## config.mk

```make
export PLATFORM = sky130hd
export DESIGN_NAME = max_heap_priority_queue_flat
export DESIGN_NICKNAME = d
export VERILOG_FILES = /design/src/hw/rtl/mhpq_pkg.sv /design/src/hw/rtl/mhpq_if.sv /design/src/hw/rtl/mhpq_cmp.sv /design/src/hw/rtl/mhpq_seq.sv /design/src/hw/rtl/max_heap_priority_queue.sv /design/src/flat_wrapper.sv
export SDC_FILE = /design/constraint.sdc
export NUM_CORES = 2
export LEC_CHECK = 0
export BUFFER_PORTS_ARGS = -buffer_cell sky130_fd_sc_hd__clkbuf_2
export CORE_UTILIZATION = 33
export DETAILED_ROUTE_END_ITERATION = 8
export PLACE_DENSITY = 0.51
export SKIP_LAST_GASP = 1
export SLEW_MARGIN = 5
export SYNTH_ARGS = -nofsm -noshare
export SYNTH_HDL_FRONTEND = slang
export SYNTH_SLANG_ARGS = --single-unit
```

## constraint.sdc

```tcl
create_clock -name clk_i -period 5.8 [get_ports clk_i]
set_input_delay 0.58 -clock clk_i [delete_from_list [all_inputs] [get_ports clk_i]]
set_output_delay 0.58 -clock clk_i [all_outputs]
set_load 0.03 [all_outputs]
```

## src/hw/rtl/mhpq_pkg.sv

```systemverilog
`timescale 1ns / 1ps

package mhpq_pkg;

  // Heap depth; slots are numbered 1..CAPACITY.
  localparam int CAPACITY = 64;

  // Fixed widths of the word fields.
  localparam int VALUE_W  = 32;
  localparam int STATUS_W = 2;
  localparam int COUNT_W  = 7;

  // Slot index wide enough to hold CAPACITY itself; memory address is slot - 1.
  localparam int SLOT_W = $clog2(CAPACITY + 1);
  localparam int ADDR_W = (CAPACITY > 1) ? $clog2(CAPACITY) : 1;

  typedef logic signed [VALUE_W-1:0] value_t;
  typedef logic [SLOT_W-1:0]         slot_t;
  typedef logic [ADDR_W-1:0]         addr_t;

  typedef enum logic {
    MODE_PUSH = 1'b0,
    MODE_POP  = 1'b1
  } mode_e;

  typedef enum logic [STATUS_W-1:0] {
    STAT_OK    = 2'd0,
    STAT_FULL  = 2'd1,
    STAT_EMPTY = 2'd2
  } status_e;

  typedef enum logic [3:0] {
    S_IDLE,
    S_UP_RD,
    S_UP_CMP,
    S_POP_ROOT,
    S_POP_LAST,
    S_DN_RDL,
    S_DN_RDR,
    S_DN_CMP,
    S_DONE
  } state_e;

  // Result of one operation, handed from the sequencer to the output register.
  typedef struct packed {
    value_t             popped;
    status_e            status;
    logic [COUNT_W-1:0] count;
  } res_t;

endpackage

```

## src/hw/rtl/mhpq_if.sv

```systemverilog
`timescale 1ns / 1ps

// Input channel: one operation word.
interface mhpq_in_if;
  logic                                valid;
  logic                                ready;
  logic                                mode;
  logic signed [mhpq_pkg::VALUE_W-1:0] value;

  modport source (output valid, output mode, output value, input ready);
  modport sink   (input valid, input mode, input value, output ready);
endinterface

// Output channel: one result word per operation.
interface mhpq_out_if;
  logic                                valid;
  logic                                ready;
  logic signed [mhpq_pkg::VALUE_W-1:0] popped;
  logic [mhpq_pkg::STATUS_W-1:0]       status;
  logic [mhpq_pkg::COUNT_W-1:0]        count;

  modport source (output valid, output popped, output status, output count, input ready);
  modport sink   (input valid, input popped, input status, input count, output ready);
endinterface

```

## src/hw/rtl/mhpq_cmp.sv

```systemverilog
`timescale 1ns / 1ps

// Shared signed comparator: lt_o is high when a_i is strictly below b_i.
module mhpq_cmp (
  input  mhpq_pkg::value_t a_i,
  input  mhpq_pkg::value_t b_i,
  output logic             lt_o
);

  assign lt_o = (a_i < b_i);

endmodule

```

## src/hw/rtl/mhpq_seq.sv

```systemverilog
`timescale 1ns / 1ps

// Heap sequencer: owns the heap memory and walks sift up / sift down with
// one shared comparator. The moving value is held in a register and only
// written back once its final slot is known.
module mhpq_seq (
  input  logic                  clk_i,
  input  logic                  rst_ni,
  input  logic                  start_i,
  input  logic                  mode_i,
  input  mhpq_pkg::value_t      value_i,
  output logic                  idle_o,
  output logic                  res_valid_o,
  input  logic                  res_ack_i,
  output mhpq_pkg::res_t        res_o
);

  localparam int SW = mhpq_pkg::SLOT_W;

  mhpq_pkg::state_e  state_q, state_d;
  mhpq_pkg::slot_t   cnt_q, cnt_d;
  mhpq_pkg::slot_t   n_q, n_d;
  mhpq_pkg::slot_t   k_q, k_d;
  mhpq_pkg::slot_t   best_idx_q, best_idx_d;
  mhpq_pkg::value_t  v_q, v_d;
  mhpq_pkg::value_t  best_val_q, best_val_d;
  mhpq_pkg::value_t  popped_q, popped_d;
  mhpq_pkg::status_e status_q, status_d;
  logic              has_r_q, has_r_d;

  mhpq_pkg::value_t  mem_q [mhpq_pkg::CAPACITY];
  mhpq_pkg::value_t  rdata_q;
  mhpq_pkg::slot_t   rd_slot, wr_slot;
  mhpq_pkg::value_t  wdata;
  logic              we;

  mhpq_pkg::value_t  cmp_a, cmp_b;
  logic              cmp_lt;

  logic [SW:0]       l_slot, r_slot, n_ext;
  logic              l_in, r_in;
  mhpq_pkg::slot_t   parent;

  assign l_slot = {k_q, 1'b0};
  assign r_slot = {k_q, 1'b1};
  assign n_ext  = {1'b0, n_q};
  assign l_in   = (l_slot <= n_ext);
  assign r_in   = (r_slot <= n_ext);
  assign parent = k_q >> 1;

  mhpq_cmp u_cmp (
    .a_i  (cmp_a),
    .b_i  (cmp_b),
    .lt_o (cmp_lt)
  );

  // Heap memory: one write and one registered read port.
  always_ff @(posedge clk_i) begin
    if (we) begin
      mem_q[mhpq_pkg::ADDR_W'(wr_slot - SW'(1))] <= wdata;
    end
    rdata_q <= mem_q[mhpq_pkg::ADDR_W'(rd_slot - SW'(1))];
  end

  // Next state.
  always_comb begin
    state_d = state_q;
    case (state_q)
      mhpq_pkg::S_IDLE: begin
        if (start_i) begin
          if (mode_i == mhpq_pkg::MODE_POP) begin
            state_d = (cnt_q == '0) ? mhpq_pkg::S_DONE : mhpq_pkg::S_POP_ROOT;
          end else begin
            state_d = (cnt_q >= SW'(mhpq_pkg::CAPACITY)) ? mhpq_pkg::S_DONE
                                                         : mhpq_pkg::S_UP_RD;
          end
        end
      end
      mhpq_pkg::S_UP_RD: begin
        state_d = (k_q == SW'(1)) ? mhpq_pkg::S_DONE : mhpq_pkg::S_UP_CMP;
      end
      mhpq_pkg::S_UP_CMP: begin
        state_d = cmp_lt ? mhpq_pkg::S_UP_RD : mhpq_pkg::S_DONE;
      end
      mhpq_pkg::S_POP_ROOT: state_d = mhpq_pkg::S_POP_LAST;
      mhpq_pkg::S_POP_LAST: state_d = mhpq_pkg::S_DN_RDL;
      mhpq_pkg::S_DN_RDL: begin
        state_d = l_in ? mhpq_pkg::S_DN_RDR : mhpq_pkg::S_DONE;
      end
      mhpq_pkg::S_DN_RDR: state_d = mhpq_pkg::S_DN_CMP;
      mhpq_pkg::S_DN_CMP: begin
        state_d = (best_idx_d == k_q) ? mhpq_pkg::S_DONE : mhpq_pkg::S_DN_RDL;
      end
      mhpq_pkg::S_DONE: begin
        if (res_ack_i) begin
          state_d = mhpq_pkg::S_IDLE;
        end
      end
      default: state_d = mhpq_pkg::S_IDLE;
    endcase
  end

  // Memory and comparator control.
  always_comb begin
    rd_slot = SW'(1);
    wr_slot = k_q;
    wdata   = v_q;
    we      = 1'b0;
    cmp_a   = v_q;
    cmp_b   = rdata_q;
    case (state_q)
      mhpq_pkg::S_UP_RD: begin
        rd_slot = parent;
        we      = (k_q == SW'(1));
      end
      mhpq_pkg::S_UP_CMP: begin
        cmp_a = rdata_q;
        cmp_b = v_q;
        we    = 1'b1;
        wdata = cmp_lt ? rdata_q : v_q;
      end
      mhpq_pkg::S_POP_ROOT: rd_slot = cnt_q;
      mhpq_pkg::S_DN_RDL: begin
        rd_slot = l_slot[SW-1:0];
        we      = !l_in;
      end
      mhpq_pkg::S_DN_RDR: begin
        rd_slot = r_slot[SW-1:0];
      end
      mhpq_pkg::S_DN_CMP: begin
        cmp_a = best_val_q;
        we    = 1'b1;
        wdata = best_val_d;
      end
      default: ;
    endcase
  end

  // Datapath registers.
  always_comb begin
    cnt_d      = cnt_q;
    n_d        = n_q;
    k_d        = k_q;
    v_d        = v_q;
    best_val_d = best_val_q;
    best_idx_d = best_idx_q;
    has_r_d    = has_r_q;
    popped_d   = popped_q;
    status_d   = status_q;
    case (state_q)
      mhpq_pkg::S_IDLE: begin
        popped_d = '0;
        status_d = mhpq_pkg::STAT_OK;
        n_d      = cnt_q;
        v_d      = value_i;
        k_d      = cnt_q + SW'(1);
        if (mode_i == mhpq_pkg::MODE_POP) begin
          if (cnt_q == '0) begin
            status_d = mhpq_pkg::STAT_EMPTY;
          end
        end else if (cnt_q >= SW'(mhpq_pkg::CAPACITY)) begin
          status_d = mhpq_pkg::STAT_FULL;
        end else begin
          n_d = cnt_q + SW'(1);
        end
      end
      mhpq_pkg::S_UP_CMP: begin
        if (cmp_lt) begin
          k_d = parent;
        end
      end
      mhpq_pkg::S_POP_ROOT: begin
        popped_d = rdata_q;
        n_d      = cnt_q - SW'(1);
      end
      mhpq_pkg::S_POP_LAST: begin
        v_d = rdata_q;
        k_d = SW'(1);
      end
      mhpq_pkg::S_DN_RDR: begin
        // Left child wins only if strictly greater than the moving value.
        has_r_d    = r_in;
        best_val_d = cmp_lt ? rdata_q : v_q;
        best_idx_d = cmp_lt ? l_slot[SW-1:0] : k_q;
      end
      mhpq_pkg::S_DN_CMP: begin
        if (has_r_q && cmp_lt) begin
          best_val_d = rdata_q;
          best_idx_d = r_slot[SW-1:0];
        end
        if (best_idx_d != k_q) begin
          k_d = best_idx_d;
        end
      end
      mhpq_pkg::S_DONE: begin
        if (res_ack_i) begin
          cnt_d = n_q;
        end
      end
      default: ;
    endcase
  end

  always_ff @(posedge clk_i or negedge rst_ni) begin
    if (!rst_ni) begin
      state_q <= mhpq_pkg::S_IDLE;
      cnt_q   <= '0;
    end else begin
      state_q <= state_d;
      cnt_q   <= cnt_d;
    end
  end

  always_ff @(posedge clk_i) begin
    n_q        <= n_d;
    k_q        <= k_d;
    v_q        <= v_d;
    best_val_q <= best_val_d;
    best_idx_q <= best_idx_d;
    has_r_q    <= has_r_d;
    popped_q   <= popped_d;
    status_q   <= status_d;
  end

  assign idle_o       = (state_q == mhpq_pkg::S_IDLE);
  assign res_valid_o  = (state_q == mhpq_pkg::S_DONE);
  assign res_o.popped = popped_q;
  assign res_o.status = status_q;
  assign res_o.count  = mhpq_pkg::COUNT_W'(n_q);

endmodule

```

## src/hw/rtl/max_heap_priority_queue.sv

```systemverilog
`timescale 1ns / 1ps

// Binary max-heap priority queue of signed 32-bit values, holding up to
// mhpq_pkg::CAPACITY entries. Each input word is either a push of its value
// or a pop of the current maximum, and each gives exactly one result word
// carrying the popped value (zero unless a pop succeeded), a status (ok,
// push refused because full, or pop refused because empty) and the entry
// count after the operation. A refused operation leaves the heap untouched.
// Operations are handled one at a time by a small sequencer that drives the
// heap memory (one write port and one registered read port) and one shared
// comparator. The time per operation is set by the memory read latency and
// by how far the value moves: a push climbs at most log2 of the capacity
// levels and a pop sinks at most one level fewer. Any wait for the output
// register to drain adds to the time. The input is ready whenever the
// sequencer is idle, even while the previous result word still waits in
// the output register, and the heap contents need no clearing after reset.
module max_heap_priority_queue (
  input  logic       clk_i,
  input  logic       rst_ni,
  mhpq_in_if.sink    in_i,
  mhpq_out_if.source out_o
);

  logic           seq_idle;
  logic           seq_res_valid;
  logic           seq_res_ack;
  mhpq_pkg::res_t seq_res;

  logic           out_valid_q, out_valid_d;
  mhpq_pkg::res_t out_res_q;

  // The sequencer starts on every accepted input word.
  assign in_i.ready = seq_idle;

  mhpq_seq u_seq (
    .clk_i       (clk_i),
    .rst_ni      (rst_ni),
    .start_i     (in_i.valid && seq_idle),
    .mode_i      (in_i.mode),
    .value_i     (in_i.value),
    .idle_o      (seq_idle),
    .res_valid_o (seq_res_valid),
    .res_ack_i   (seq_res_ack),
    .res_o       (seq_res)
  );

  // The output register takes a finished result when it is empty or when its
  // current word leaves in the same cycle.
  assign seq_res_ack = seq_res_valid && (!out_valid_q || out_o.ready);

  always_comb begin
    out_valid_d = out_valid_q;
    if (seq_res_ack) begin
      out_valid_d = 1'b1;
    end else if (out_o.ready) begin
      out_valid_d = 1'b0;
    end
  end

  always_ff @(posedge clk_i or negedge rst_ni) begin
    if (!rst_ni) begin
      out_valid_q <= 1'b0;
    end else begin
      out_valid_q <= out_valid_d;
    end
  end

  always_ff @(posedge clk_i) begin
    if (seq_res_ack) begin
      out_res_q <= seq_res;
    end
  end

  assign out_o.valid  = out_valid_q;
  assign out_o.popped = out_res_q.popped;
  assign out_o.status = out_res_q.status;
  assign out_o.count  = out_res_q.count;

endmodule

```

## src/flat_wrapper.sv

```systemverilog
// flat-port wrapper written by rule: the top's interface ports become plain ports
module max_heap_priority_queue_flat 
  (clk_i, rst_ni, in_i_valid, in_i_mode, in_i_value, in_i_ready, out_o_valid, out_o_popped, out_o_status, out_o_count, out_o_ready);
  mhpq_in_if in_i_i ();
  mhpq_out_if out_o_i ();
  input  logic clk_i;
  input  logic rst_ni;
  input wire logic [$bits(in_i_i.valid)-1:0] in_i_valid;
  input wire logic [$bits(in_i_i.mode)-1:0] in_i_mode;
  input wire logic [$bits(in_i_i.value)-1:0] in_i_value;
  output wire logic [$bits(in_i_i.ready)-1:0] in_i_ready;
  output wire logic [$bits(out_o_i.valid)-1:0] out_o_valid;
  output wire logic [$bits(out_o_i.popped)-1:0] out_o_popped;
  output wire logic [$bits(out_o_i.status)-1:0] out_o_status;
  output wire logic [$bits(out_o_i.count)-1:0] out_o_count;
  input wire logic [$bits(out_o_i.ready)-1:0] out_o_ready;
  assign in_i_i.valid = in_i_valid;
  assign in_i_i.mode = in_i_mode;
  assign in_i_i.value = in_i_value;
  assign in_i_ready = in_i_i.ready;
  assign out_o_valid = out_o_i.valid;
  assign out_o_popped = out_o_i.popped;
  assign out_o_status = out_o_i.status;
  assign out_o_count = out_o_i.count;
  assign out_o_i.ready = out_o_ready;
  max_heap_priority_queue u_core (.clk_i(clk_i), .rst_ni(rst_ni), .in_i(in_i_i), .out_o(out_o_i));
endmodule
```

==> summary.txt <==
status = complete, no violations
Max transition margin = 18.5%
Slew Limit Fails = 0
layout cell share with drive strength beyond 1 = 30.7%
Worst-Skew Late Latency = 880 ps
Pleak = 0.0324 uW
I/O Pins = 80
DRT Wirelength = 230 mm
post-synthesis cell type count = 73
Post-DP Area = 95700 um^2
RePlAce Congestion = 0.927
1st-pass router iterations = 8
fin nets = 4472
top cell type's share of synthesized area = 73.5%
Critical Path AT = 5940 ps
most frequent cells in the layout = 2170 x edfxtp_1, 672 x mux4_2, 223 x clkbuf_16
worst hold path class = input port to flip-flop
# DRC = 0
final hold vios = 0
Post-synth EDFFs = 2170
clock sink count = 2253
CTS Root Cell = clkbuf_16
Total GRT Usage = 17.0%
Worst-Margin Slew = 1220 ps
syn_area_per_cell = 21.7 um^2
internal power = 41800 uW
total power = 65000 uW
starting density of the core = 33.3%
RSZ-0062 raised after global routing = false
clock tree buffer depth = 3
Core Box Area = 266000 um^2
Synth area leader = edfxtp_1
TritonCTS clock tree = done
Comb pwr share = 41.6%
site row count = 189
routed length per placed instance = 28.3 um
Period Utilization, post-route = 92.4%
pre-CTS worst setup slack = 375 ps
final setup fails = 0
Finished Core Util = 38.8%
die area = 271000 um^2
antenna violations before repair = 19
via count = 43300
I/O Buffers = 79
Num CTS Buffers = 222
pwr/cell area = 629 nW/um^2
# Post-CTS Setup Buffers = 0
Die Wd = 520 um
H-tree Lvls = 4
Remaining Overflow, GRT = 0
Die H = 520 um
Final WS setup = 443 ps
initial DRC count = 4424
most common cell after layout, fill and taps aside = edfxtp_1
Ys Warns = 0
vias in the first global route = 44000
Via-to-Cell Ratio = 5.33
Peak Freq = 187 MHz
post-route cell area = 103000 um^2
required time of the critical path = 6390 ps
crit path max fanout = 64
CP Launch Type = flip-flop
Sequential Power Share = 36.2%
synth top area cells = edfxtp_1 73%, mux4_2 17%, dfxtp_1 1.6%
max cap viols = 0
Tmin final = 5360 ps
sequential area share after synthesis = 75.4%
Routed Antenna Nets = 0
Async S/R FF share, synth = 0.533%
critical path type = flip-flop to flip-flop
Mapped Area = 88700 um^2
switching share of power = 35.8%
Post-DP HPWL = 134 mm
syn nets = 4165
first-pass GRT wire length = 331 mm
peak supply drop = 0.000550 V
Top FF cell, synth = edfxtp_1
Final TNS setup = 0 ps
clock transition at the registers of the reported paths = 60 ps
Area Overhead vs Synth = 16.5%
Psw = 23300 uW
pin count of the biggest net entering global routing = 82
post-synthesis register bit count = 2253
post-synthesis instance total = 4084
clock power share = 22.2%
CP Capture Type = flip-flop
Setup Skew = 42.3 ps
worst paths after layout:
check,startpoint,end,slack (ps),depth (start not counted)
worst max-delay path,u_core.u_seq.state_q[2],u_core.u_seq.mem_q[38][4],440,18
worst min-delay path,in_i_valid,u_core.u_seq.state_q[1],130,3
worst max register to register,u_core.u_seq.state_q[2],u_core.u_seq.mem_q[38][4],440,18
worst min register to register,u_core.u_seq.popped_q[31],u_core.out_o.popped[31],420,0
max in group asynchronous,rst_ni,u_core.out_o.valid,5370,2
min in group asynchronous,rst_ni,u_core.u_seq.cnt_q[1],160,2
per-layer routing:
layer / share of wire, % / vias to the layer above / global-route usage [%]
met2: 48 / 1393 / 27.3
li1: - / 17900 / -
met3: 5.4 / 284 / 2.30
met5: 0 / - / 0
met1: 45 / 23700 / 24.2
met4: 2.2 / 0 / 4.47
logic make-up (layout without fill, tap and decap cells):
group           count (synthesis)  after routing  share of synthesized area (%)
flops                        2253           2253                           75.4
mux                           740            740                           17.9
simple gates                  431            431                           2.25
buf+inv                       300            796                           1.31
compound gates                293            293                           2.29
fa+ha+maj                      44             44                          0.621
xor+xnor                       23             23                          0.227
other cells                     0              7                              0
critical path, stage by stage (launching register included):
cell,delay (ps)
dfrtp_1,460
nor2_1,200
and3_4,390
nor2_2,90
buf_12,180
nand2_1,80
nand2_1,60
ha_1,430
nand4_1,220
nor4_1,580
o211a_1,260
o31ai_2,110
nand4_1,170
nand2_1,100
a21oi_2,520
buf_4,350
a222oi_1,130
inv_1,150
buf_4,490
power groups by stage:
stage / clock [uW] / combinational, uW / sequential, uW
detailed placement: 0 / 27300 / 23800
global placement: 0 / 27000 / 23800
global route: 15400 / 28900 / 23600
floorplan: 0 / 16700 / 23400
CTS: 14800 / 27400 / 23500
finish: 14500 / 27000 / 23500
what timing repair did:
item,4_1_cts,5_1_grt
hold buffers,35,0
setup endpoints to repair,0,754
resized for setup,0,2
endpoints found under the hold margin,47,0
state kept, by name, summed over array words and instances (netlist names):
name                     flops
u_core.out_o.valid           1
u_core.u_seq.rdata_q        32
u_core.u_seq.best_idx_q      7
u_core.u_seq.best_val_q     32
u_core.out_o.status          2
u_core.out_o.popped         32
u_core.u_seq.mem_q        2048
u_core.u_seq.status_q        2
u_core.u_seq.popped_q       32
u_core.u_seq.k_q             7
u_core.u_seq.v_q            32
u_core.out_o.count           7
u_core.u_seq.has_r_q         1
u_core.u_seq.cnt_q           7
u_core.u_seq.state_q         4
u_core.u_seq.n_q             7
cells in the mapped netlist (4+ instances only):
cell,n
a211oi_1,5
a21o_1,7
a21oi_1,73
a222oi_1,34
a22oi_1,36
a31oi_1,15
and2_1,33
and3_1,12
buf_1,20
buf_2,26
clkbuf_1,192
dfrtp_1,12
dfxtp_1,71
edfxtp_1,2170
ha_1,44
inv_1,58
mux2_2,32
mux2i_1,36
mux4_2,672
nand2_1,135
nand2b_1,10
nand3_1,25
nand4_1,13
nor2_1,141
nor2b_1,4
nor3_1,19
nor4_1,6
o211ai_1,5
o21a_1,6
o21ai_0,32
o221ai_1,6
o22ai_1,38
or2_2,10
or3_1,6
xnor2_1,11
xor2_1,12
cell type report:
type,count,area (um^2)
tap,3533,4420
antenna,7,17.5
sequential,2253,66900
timing repair buffer,323,3260
clock buffer,279,5870
clock inverter,134,1420
multi-input combinational,1531,21300
fill,23800,163000
inverter,60,225
per-stage QoR:
| step | hold WS [ps] | std cells |
|---|---|---|
| final | 128 | 8120 |
| after global placement | 405 | 7665 |
| after floorplan | 284 | 4084 |
| after detailed placement | 405 | 7665 |
| after global routing | 107 | 8114 |
| after CTS | 40.6 | 8113 |
Note: power is estimated with default switching activity, not from simulation.
